### src/rtl/kfp_pkg.sv
package kfp_pkg;

    // Sizing
    localparam int COORD_BITS = 12;
    localparam int MAX_ORDER  = 8;
    localparam int MAX_LEVELS = 12;
    localparam int CFG_W      = 4;
    localparam int PAT_W      = MAX_ORDER * MAX_ORDER;
    localparam int DATA_W     = 64;
    localparam int DIG_W      = $clog2(MAX_ORDER);
    localparam int DIV_W      = DIG_W + 1;
    localparam int LVL_W      = $clog2(MAX_LEVELS + 1);
    localparam int CNT_W      = $clog2(COORD_BITS);
    localparam int CIDX_W     = 2;
    localparam int PIDX_W     = 2 * DIG_W;

    // Register indexes
    localparam logic [CIDX_W-1:0] REG_ORDER   = 2'd0;
    localparam logic [CIDX_W-1:0] REG_LEVELS  = 2'd1;
    localparam logic [CIDX_W-1:0] REG_PATTERN = 2'd2;

    // Register reset values
    localparam logic [CFG_W-1:0] ORDER_RST  = 4'd2;
    localparam logic [CFG_W-1:0] LEVELS_RST = 4'd1;

    typedef struct packed {
        logic [COORD_BITS-1:0] row;
        logic [COORD_BITS-1:0] col;
    } kfp_req_t;

    typedef struct packed {
        logic pixel_set;
        logic out_of_range;
    } kfp_rsp_t;

    // Sequencer <-> divider handshake
    typedef struct packed {
        logic                  load;
        logic [COORD_BITS-1:0] row;
        logic [COORD_BITS-1:0] col;
        logic [DIV_W-1:0]      divisor;
    } kfp_div_cmd_t;

    typedef struct packed {
        logic                  done;
        logic [COORD_BITS-1:0] quo_row;
        logic [COORD_BITS-1:0] quo_col;
        logic [DIG_W-1:0]      rem_row;
        logic [DIG_W-1:0]      rem_col;
    } kfp_div_sts_t;

    typedef enum logic {
        ST_IDLE,
        ST_RUN
    } kfp_state_t;

endpackage

### src/rtl/kronecker_fractal_pixel_top.sv
// Each query runs the bit-serial divider once per level, k = effective levels, from the
// accepting edge to done; no new query is taken until the previous result is out.
// Busy drops as done rises.
// Reset (rst_n, async, active low): order=2, levels=1, pattern=0, sequencer idle.
// Results show on rsp for the single cycle done is high; the receiver cannot stall.
module kronecker_fractal_pixel_top
    import kfp_pkg::*;
(
    input  logic              clk,
    input  logic              rst_n,
    input  logic              start,
    output logic              busy,
    input  kfp_req_t          req,
    output logic              done,
    output kfp_rsp_t          rsp,
    input  logic              cfg_we,
    input  logic [CIDX_W-1:0] cfg_index,
    input  logic [DATA_W-1:0] cfg_wdata
);

    logic [CFG_W-1:0] order_reg, levels_reg;
    logic [PAT_W-1:0] pattern_reg;

    kfp_state_t       state_reg, state_next;
    logic [LVL_W-1:0] lvl_reg, lvl_next;
    logic             set_reg, set_next;
    logic             done_reg, done_next;
    kfp_rsp_t         rsp_reg, rsp_next;

    logic [DIV_W-1:0] eff_n;
    logic [LVL_W-1:0] eff_k;
    logic             accept;
    logic             cell_bit;
    logic             last_lvl;
    logic             oor;

    kfp_div_cmd_t     div_cmd;
    kfp_div_sts_t     div_sts;

    // Configuration registers
    always_ff @(posedge clk or negedge rst_n)
    begin
        if (!rst_n)
        begin
            order_reg   <= ORDER_RST;
            levels_reg  <= LEVELS_RST;
            pattern_reg <= '0;
        end
        else if (cfg_we)
        begin
            case (cfg_index)
                REG_ORDER:   order_reg   <= cfg_wdata[CFG_W-1:0];
                REG_LEVELS:  levels_reg  <= cfg_wdata[CFG_W-1:0];
                REG_PATTERN: pattern_reg <= cfg_wdata[PAT_W-1:0];
                default:     ;
            endcase
        end
    end

    // Saturated order and level count
    always_comb
    begin
        if (order_reg < CFG_W'(2))
            eff_n = DIV_W'(2);
        else if (order_reg > CFG_W'(MAX_ORDER))
            eff_n = DIV_W'(MAX_ORDER);
        else
            eff_n = DIV_W'(order_reg);
        if (levels_reg == '0)
            eff_k = LVL_W'(1);
        else if (levels_reg > CFG_W'(MAX_LEVELS))
            eff_k = LVL_W'(MAX_LEVELS);
        else
            eff_k = LVL_W'(levels_reg);
    end

    assign accept   = start && (state_reg == ST_IDLE);
    assign cell_bit = pattern_reg[{div_sts.rem_row, div_sts.rem_col}];
    assign last_lvl = (lvl_reg == (eff_k - 1'b1));
    // Leftover quotient after k digits means the coordinate is past n^k
    assign oor      = (div_sts.quo_row != '0) || (div_sts.quo_col != '0);

    // Next state
    always_comb
    begin
        state_next = state_reg;
        case (state_reg)
            ST_IDLE:
                if (accept)
                    state_next = ST_RUN;
            ST_RUN:
                if (div_sts.done && last_lvl)
                    state_next = ST_IDLE;
            default:
                state_next = ST_IDLE;
        endcase
    end

    // Sequencer outputs and datapath updates
    always_comb
    begin
        lvl_next        = lvl_reg;
        set_next        = set_reg;
        done_next       = 1'b0;
        rsp_next        = rsp_reg;
        div_cmd.load    = 1'b0;
        div_cmd.row     = req.row;
        div_cmd.col     = req.col;
        div_cmd.divisor = eff_n;
        case (state_reg)
            ST_IDLE:
                if (accept)
                begin
                    div_cmd.load = 1'b1;
                    lvl_next     = '0;
                    set_next     = 1'b1;
                end
            ST_RUN:
                begin
                    div_cmd.row = div_sts.quo_row;
                    div_cmd.col = div_sts.quo_col;
                    if (div_sts.done)
                    begin
                        set_next = set_reg && cell_bit;
                        if (last_lvl)
                        begin
                            done_next             = 1'b1;
                            rsp_next.out_of_range = oor;
                            rsp_next.pixel_set    = set_reg && cell_bit && !oor;
                        end
                        else
                        begin
                            div_cmd.load = 1'b1;
                            lvl_next     = lvl_reg + 1'b1;
                        end
                    end
                end
            default: ;
        endcase
    end

    always_ff @(posedge clk or negedge rst_n)
    begin
        if (!rst_n)
        begin
            state_reg <= ST_IDLE;
            done_reg  <= 1'b0;
            lvl_reg   <= '0;
        end
        else
        begin
            state_reg <= state_next;
            done_reg  <= done_next;
            lvl_reg   <= lvl_next;
        end
    end

    always_ff @(posedge clk)
    begin
        set_reg <= set_next;
        rsp_reg <= rsp_next;
    end

    kfp_div_unit u_div (
        .clk   (clk),
        .rst_n (rst_n),
        .cmd   (div_cmd),
        .sts   (div_sts)
    );

    assign busy = (state_reg != ST_IDLE);
    assign done = done_reg;
    assign rsp  = rsp_reg;

endmodule

### src/rtl/kfp_div_unit.sv
// Restoring divider, one quotient bit per cycle, row and column lanes in step
module kfp_div_unit
    import kfp_pkg::*;
(
    input  logic         clk,
    input  logic         rst_n,
    input  kfp_div_cmd_t cmd,
    output kfp_div_sts_t sts
);

    logic                  running_reg, running_next;
    logic                  done_reg, done_next;
    logic [CNT_W-1:0]      cnt_reg, cnt_next;
    logic [DIV_W-1:0]      div_reg, div_next;
    logic [COORD_BITS-1:0] qr_reg, qr_next, qc_reg, qc_next;
    logic [DIG_W-1:0]      rr_reg, rr_next, rc_reg, rc_next;

    logic [DIV_W-1:0]      shr, shc;
    logic                  ger, gec;
    logic [DIV_W-1:0]      subr, subc;

    // One step: shift next dividend bit into the partial remainder
    always_comb
    begin
        shr  = {rr_reg, qr_reg[COORD_BITS-1]};
        shc  = {rc_reg, qc_reg[COORD_BITS-1]};
        ger  = (shr >= div_reg);
        gec  = (shc >= div_reg);
        subr = ger ? (shr - div_reg) : shr;
        subc = gec ? (shc - div_reg) : shc;
    end

    always_comb
    begin
        running_next = running_reg;
        done_next    = 1'b0;
        cnt_next     = cnt_reg;
        div_next     = div_reg;
        qr_next      = qr_reg;
        qc_next      = qc_reg;
        rr_next      = rr_reg;
        rc_next      = rc_reg;
        if (cmd.load)
        begin
            running_next = 1'b1;
            cnt_next     = '0;
            div_next     = cmd.divisor;
            qr_next      = cmd.row;
            qc_next      = cmd.col;
            rr_next      = '0;
            rc_next      = '0;
        end
        else if (running_reg)
        begin
            qr_next  = {qr_reg[COORD_BITS-2:0], ger};
            qc_next  = {qc_reg[COORD_BITS-2:0], gec};
            rr_next  = subr[DIG_W-1:0];
            rc_next  = subc[DIG_W-1:0];
            cnt_next = cnt_reg + 1'b1;
            if (cnt_reg == CNT_W'(COORD_BITS - 1))
            begin
                running_next = 1'b0;
                done_next    = 1'b1;
            end
        end
    end

    // Control state
    always_ff @(posedge clk or negedge rst_n)
    begin
        if (!rst_n)
        begin
            running_reg <= 1'b0;
            done_reg    <= 1'b0;
            cnt_reg     <= '0;
        end
        else
        begin
            running_reg <= running_next;
            done_reg    <= done_next;
            cnt_reg     <= cnt_next;
        end
    end

    // Datapath
    always_ff @(posedge clk)
    begin
        div_reg <= div_next;
        qr_reg  <= qr_next;
        qc_reg  <= qc_next;
        rr_reg  <= rr_next;
        rc_reg  <= rc_next;
    end

    assign sts.done    = done_reg;
    assign sts.quo_row = qr_reg;
    assign sts.quo_col = qc_reg;
    assign sts.rem_row = rr_reg;
    assign sts.rem_col = rc_reg;

endmodule

### config.mk
export PLATFORM = sky130hd
export DESIGN_NAME = kronecker_fractal_pixel_top
export DESIGN_NICKNAME = d
export VERILOG_FILES = /design/src/rtl/kfp_pkg.sv /design/src/rtl/kronecker_fractal_pixel_top.sv /design/src/rtl/kfp_div_unit.sv
export SDC_FILE = /design/constraint.sdc
export NUM_CORES = 1
export LEC_CHECK = 0
export ABC_AREA = 1
export CAP_MARGIN = 20
export CORE_ASPECT_RATIO = 0.75
export CORE_MARGIN = 4
export CORE_UTILIZATION = 50
export DETAILED_ROUTE_END_ITERATION = 7
export DONT_BUFFER_PORTS = 1
export PLACE_DENSITY_LB_ADDON = 0.2
export SYNTH_ARGS = -nofsm -noshare
export SYNTH_HDL_FRONTEND = slang
export SYNTH_HIERARCHICAL = 1
export SYNTH_SLANG_ARGS = --single-unit
### constraint.sdc
create_clock -name clk -period 6.51 [get_ports clk]
set_input_delay 0.9765 -clock clk [delete_from_list [all_inputs] [get_ports clk]]
set_output_delay 0.9765 -clock clk [all_outputs]
set_load 0.05 [all_outputs]
==> results.py, run 1 <==
metrics = {
    "run_status": {
        "outcome": "complete, no violations",
    },
    "yosys": {
        "synth_top_area_cell": "dfrtp_1",
        "seq_area_frac_synth": 0.510,
        "syn_nets": 790,
        "async_flop_share": 0.694,
        "synth_common_cells": "256 x nand2_1, 82 x dfrtp_1, 74 x nand3_1, 60 x mux2_2, 43 x inv_1",
        "syn-instance-count": 683,
        "synth-edff-count": 31,
        "yosys-top-cells-area": "dfrtp_1 33%, nand2_1 16%, edfxtp_1 15%, mux2_2 11%, nand3_1 6.0%",
        "synth-main-ff-cell": "dfrtp_1",
        "synth_area_um2": 6190,
        "yosysWarnings": 6,
        "syn_area_per_cell_um2": 9.06,
        "ys_seq_elements": 121,
        "yosysUniqueCellTypes": 37,
        "yosysMostFrequentCell": "nand2_1",
        "synth_top_area_share": 0.332,
    },
    "worst_setup_path": {
        "rr_worst_depth": 13,
        "critPathRequiredTime_ns": 6.54,
        "critical_path_class": "reg2reg",
        "crit_arrival_ns": 3.23,
        "cp_max_fo": 34,
        "critical_path.startpoint_type": "register",
        "crit_path_end_kind": "register",
    },
    "sta": {
        "maxSlewViolCount": 0,
        "max_freq_mhz": 312,
        "final.setup_skew_ns": 0.0174,
        "post-route-period-util": 0.492,
        "tightestPinTransition_ns": 0.991,
        "finalSetupViolCount": 0,
        "hold_violations": 0,
        "min_period_ns": 3.20,
        "slew_headroom": 0.338,
        "rsz0062_at_grt": "no",
        "finalSetupTns_ns": 0,
    },
    "power": {
        "vdd_ir_drop_max_mv": 0.238,
        "power.share.clock": 0.302,
        "combPwrFrac": 0.301,
        "p_seq_frac": 0.396,
        "power.density_nw_per_um2": 469,
        "power.internal_mw": 2.08,
        "p_switching_mw": 1.12,
        "p_leak_nw": 3.22,
        "p_sw_frac": 0.351,
    },
    "grt": {
        "antenna_found_initial": 0,
        "grt_max_degree": 85,
        "grtUsageTotal": 0.194,
        "grt_pass1_vias": 4371,
        "grt_pass1_wl_um": 22000,
        "grt_overflow": 0,
    },
    "detailed_routing": {
        "final_antenna_net_count": 0,
        "first_pass_iters": 5,
        "wire_per_inst_um": 15.7,
        "drc": 0,
        "dr.first_iter.drc_count": 309,
        "vias_per_cell": 5.27,
        "drt_wl_total_um": 13300,
        "vias": 4472,
    },
    "floorplan": {
        "die_area_um2": 14200,
        "initial_utilization": 0.523,
        "die_w_um": 136,
        "pin_count": 98,
        "num_rows": 34,
        "core_area_um2": 11800,
        "die_h_um": 104,
    },
    "min_path": {
        "hp-class": "in2async",
    },
    "final_layout": {
        "largest_reg_flops": 64,
        "n_antenna_cell": 0,
        "fillers": 1075,
        "area_growth_pct": 10.3,
        "drive_above_1_share": 0.159,
        "finalNonFillerCells": 849,
        "layout.nets": 781,
    },
    "placed_design": {
        "dpl.cell_count": 817,
        "portBuffers": 0,
        "place_hpwl_um": 9100,
        "gp_congestion": 0.796,
    },
    "clocking": {
        "path_clk_slew_ns": 0.06,
        "clockBufferDepth": 2,
        "root_buffer": "clkbuf_16",
        "clock_sinks": 121,
        "cts_setup_buffers": 0,
        "htree_levels": 4,
        "cts_tree": "yes",
        "clk_latency_ns": 0.42,
        "ctsResizeCount": 0,
        "hold_buffers": 0,
        "cts_made_buffers": 17,
    },
    "run": {
        "drv_cap": 0,
    },
}
## through the flow
step	worst slack, ns	power, mW	instance area [um2]	hold slack, ns	utilization
6_report	3.31	3.20	6830	0.252	0.577
5_1_grt	3.05	3.44	6830	0.235	0.577
4_1_cts	3.29	3.22	6830	0.240	0.577
3_5_place_dp	3.30	2.24	6220	0.467	0.526
3_3_place_gp	3.43	2.21	6220	0.461	0.526
2_1_floorplan	3.87	2.03	6190	0.444	-
## per-layer routing
metal  wire [um]  track usage
met2        6140        0.284
met4         150       0.0532
met5           0            0
met3         663       0.0556
met1        6340        0.281
## kinds of logic (layout without fill, tap and decap cells)
group	count (synthesis)	count (layout)	synth area share
buffers and inverters	81	85	0.0633
AO/OA/AOI/OAI	37	37	0.0326
XOR/XNOR	9	9	0.0127
adder cells (fa/ha/maj)	13	13	0.0287
multiplexers	60	60	0.109
flip-flops	121	121	0.510
AND/OR/NAND/NOR	362	362	0.244
## final timing paths
check / from / to / slack [ns]
hold reg to reg: order_reg[0]$_DFFE_PN0P_ / order_reg[0]$_DFFE_PN0P_ / 0.49
min in group clk: order_reg[0]$_DFFE_PN0P_ / order_reg[0]$_DFFE_PN0P_ / 0.49
setup reg to reg: levels_reg[2]$_DFFE_PN0P_ / u_div/qc_reg[7]$_DFFE_PP_ / 3.31
max in group asynchronous: rst_n / order_reg[1]$_DFFE_PN1P_ / 6.05
setup / recovery: levels_reg[2]$_DFFE_PN0P_ / u_div/qc_reg[7]$_DFFE_PP_ / 3.31
hold / removal: rst_n / pattern_reg[43]$_DFFE_PN0P_ / 0.25
## power by group through the flow
stage          combinational (mW)  clock, mW  sequential [mW]
2_1_floorplan               0.851          0             1.18
3_3_place_gp                0.939          0             1.27
3_5_place_dp                0.965          0             1.28
4_1_cts                     0.969      0.979             1.27
5_1_grt                      1.12       1.02             1.30
6_report                    0.965      0.967             1.27
## cell type report
type,count,area [um2],area share
well taps,162,203,0.0297
clock buffers,24,492,0.0720
repair buffers,3,22.5,0.00330
multi-input cells,481,2650,0.388
inverters,50,190,0.0279
clock inverters,8,116,0.0170
flip-flops and latches,121,3160,0.462
## worst max-delay path, cell delays in order (launching register included)
cell and delay, ns:
dfrtp_1 0.42, inv_2 0.07, nand2_1 0.06, o21ai_2 0.14
inv_1 0.06, ha_1 0.21, xnor2_1 0.17, xor2_1 0.16
inv_1 0.06, nand4_2 0.13, nand2_2 0.10, nand2_4 0.32
nor2_2 0.14, inv_1 0.75
## placed cells by master, fill, tap and decap left out, types with 7 or more instances in the layout
master	Yosys	routed
dfrtp_1	82	82
nand3_1	74	73
mux2_2	60	60
o21ai_0	26	26
ha_1	11	11
clkbuf_16	0	17
inv_1	43	43
xor2_1	7	7
edfxtp_1	31	31
nand2_1	256	256
nor2_1	17	17
No activity file was read; power rests on OpenSTA's default activity.
==> run 2: changes to the inputs <==
- clock period: 6.51 -> 3.3 ns (I/O delays scaled with it)
==> run 2 against run 1 <==
Against the previous run:
- via count is 0.11% higher
- register-to-register slack worse by 2.8 ns
- total power is 100% higher
- final cell count is 0.59% higher
- die area stayed put
- setup slack worse by 2.8 ns
- sequential power is 94% higher
- critical path depth is 3 higher
- design area is 1.2% higher
- highest routed layer unchanged
==> results.py, run 2 (synthesis gave the netlist of run 1 again) <==
metrics = {
    "floorplan": {
        "die_h_um": 104,
        "die_area_um2": 14200,
        "die_w_um": 136,
        "pin_count": 98,
        "initial_utilization": 0.523,
        "num_rows": 34,
        "core_area_um2": 11800,
    },
    "clocking": {
        "cts_setup_buffers": 0,
        "path_clk_slew_ns": 0.06,
        "hold_buffers": 2,
        "cts_made_buffers": 17,
        "clk_latency_ns": 0.40,
        "clock_sinks": 121,
        "cts_tree": "yes",
        "ctsResizeCount": 0,
        "clockBufferDepth": 2,
        "root_buffer": "clkbuf_16",
        "htree_levels": 4,
    },
    "detailed_routing": {
        "wire_per_inst_um": 15.6,
        "dr.first_iter.drc_count": 341,
        "drc": 0,
        "final_antenna_net_count": 0,
        "vias": 4477,
        "drt_wl_total_um": 13300,
        "first_pass_iters": 6,
        "vias_per_cell": 5.24,
    },
    "sta": {
        "fin_ws_ns": 0.467,
        "hold_violations": 0,
        "rsz0062_at_grt": "no",
        "max_freq_mhz": 353,
        "maxSlewViolCount": 0,
        "finalSetupViolCount": 0,
        "finalSetupTns_ns": 0,
        "tightestPinTransition_ns": 0.812,
        "post-route-period-util": 0.859,
        "final.setup_skew_ns": 0.00681,
        "slew_headroom": 0.459,
        "min_period_ns": 2.83,
    },
    "final_layout": {
        "layout.nets": 786,
        "drive_above_1_share": 0.168,
        "finalNonFillerCells": 854,
        "largest_reg_flops": 64,
        "fillers": 1054,
        "mostFrequentLayoutCell": "nand2_1",
        "mostFrequentLayoutCells": "256 x nand2_1, 82 x dfrtp_1, 73 x nand3_1",
        "n_antenna_cell": 0,
        "area_growth_pct": 11.7,
    },
    "worst_setup_path": {
        "cp_max_fo": 34,
        "critical_path_class": "reg2reg",
        "critical_path.startpoint_type": "register",
        "crit_arrival_ns": 3.18,
        "critPathRequiredTime_ns": 3.64,
        "reg2reg_setup_slack_ns": 0.47,
        "crit_path_end_kind": "register",
    },
    "placed_design": {
        "gp_congestion": 0.848,
        "dpl.cell_count": 820,
        "place_hpwl_um": 9150,
        "portBuffers": 0,
        "preCtsSetupSlack_ns": 0.482,
    },
    "power": {
        "power.density_nw_per_um2": 928,
        "p_leak_nw": 3.25,
        "vdd_ir_drop_max_mv": 0.466,
        "p_total_mw": 6.41,
    },
    "grt": {
        "grt_overflow": 0,
        "antenna_found_initial": 0,
        "grt_pass1_wl_um": 22100,
        "grt_pass1_vias": 4445,
        "grtUsageTotal": 0.195,
        "grt_max_degree": 85,
    },
    "run": {
        "drv_cap": 0,
    },
    "run_status": {
        "outcome": "complete, no violations",
    },
    "min_path": {
        "hp-class": "in2reg",
    },
}
[run 2: cell count changes in the layout (fill, tap and decap cells not counted), sizes merged]
cell         delta
buf             +4
dlygate4sd3     +1
clkinvlp        +1
inv             +4
clkinv          +1
clkbuf          -6
[run 2: worst max-delay path, cell delays in order, from the launching register on]
cell,delay (ns)
dfrtp_1,0.42
inv_2,0.08
nand2_1,0.06
o21ai_2,0.14
inv_1,0.06
ha_1,0.20
xnor2_1,0.14
xor2_1,0.14
inv_1,0.07
nand4_2,0.15
nand2_2,0.14
nand2_4,0.24
inv_2,0.48
nand2_1,0.12
inv_2,0.15
nand3_1,0.11
nand2_1,0.06
[run 2: path summary, 6_finish.rpt]
check / start / to / depth (start not counted)
max in group asynchronous: rst_n / levels_reg[0]$_DFFE_PN1P_ / 2
min in group asynchronous: rst_n / pattern_reg[43]$_DFFE_PN0P_ / 2
hold / removal: cfg_wdata[51] / pattern_reg[51]$_DFFE_PN0P_ / 1
setup / recovery: levels_reg[2]$_DFFE_PN0P_ / u_div/rc_reg[2]$_SDFFE_PP0P_ / 16
hold reg to reg: order_reg[0]$_DFFE_PN0P_ / order_reg[0]$_DFFE_PN0P_ / 2
setup reg to reg: levels_reg[2]$_DFFE_PN0P_ / u_div/rc_reg[2]$_SDFFE_PP0P_ / 16
[run 2: final cells by class]
cell class	instances	area [um2]	area share
flip-flops and latches	121	3160	0.457
multi-input cells	481	2650	0.383
clock buffers	18	450	0.0652
well taps	162	203	0.0293
inverters	50	190	0.0275
clock inverters	14	183	0.0264
repair buffers	8	82.6	0.0120
[run 2: where the power goes]
group,switching (mW),internal (mW)
sequential,0.387,2.08
combinational,1.22,0.766
clock,0.705,1.25
[run 2: layer usage]
layer	vias up	GRT usage	wire length, um
met1	2145	0.272	6330
met4	0	0.0568	173
li1	2227	-	-
met3	14	0.0503	619
met5	-	0	0
met2	91	0.301	6170
[run 2: through the flow]
stage / instance area [um2] / hold slack [ns] / utilization
5_1_grt: 6910 / 0.212 / 0.584
3_5_place_dp: 6240 / 0.202 / 0.528
4_1_cts: 6910 / 0.219 / 0.584
3_3_place_gp: 6240 / 0.202 / 0.528
6_report: 6910 / 0.231 / 0.584
2_1_floorplan: 6190 / 0.199 / -
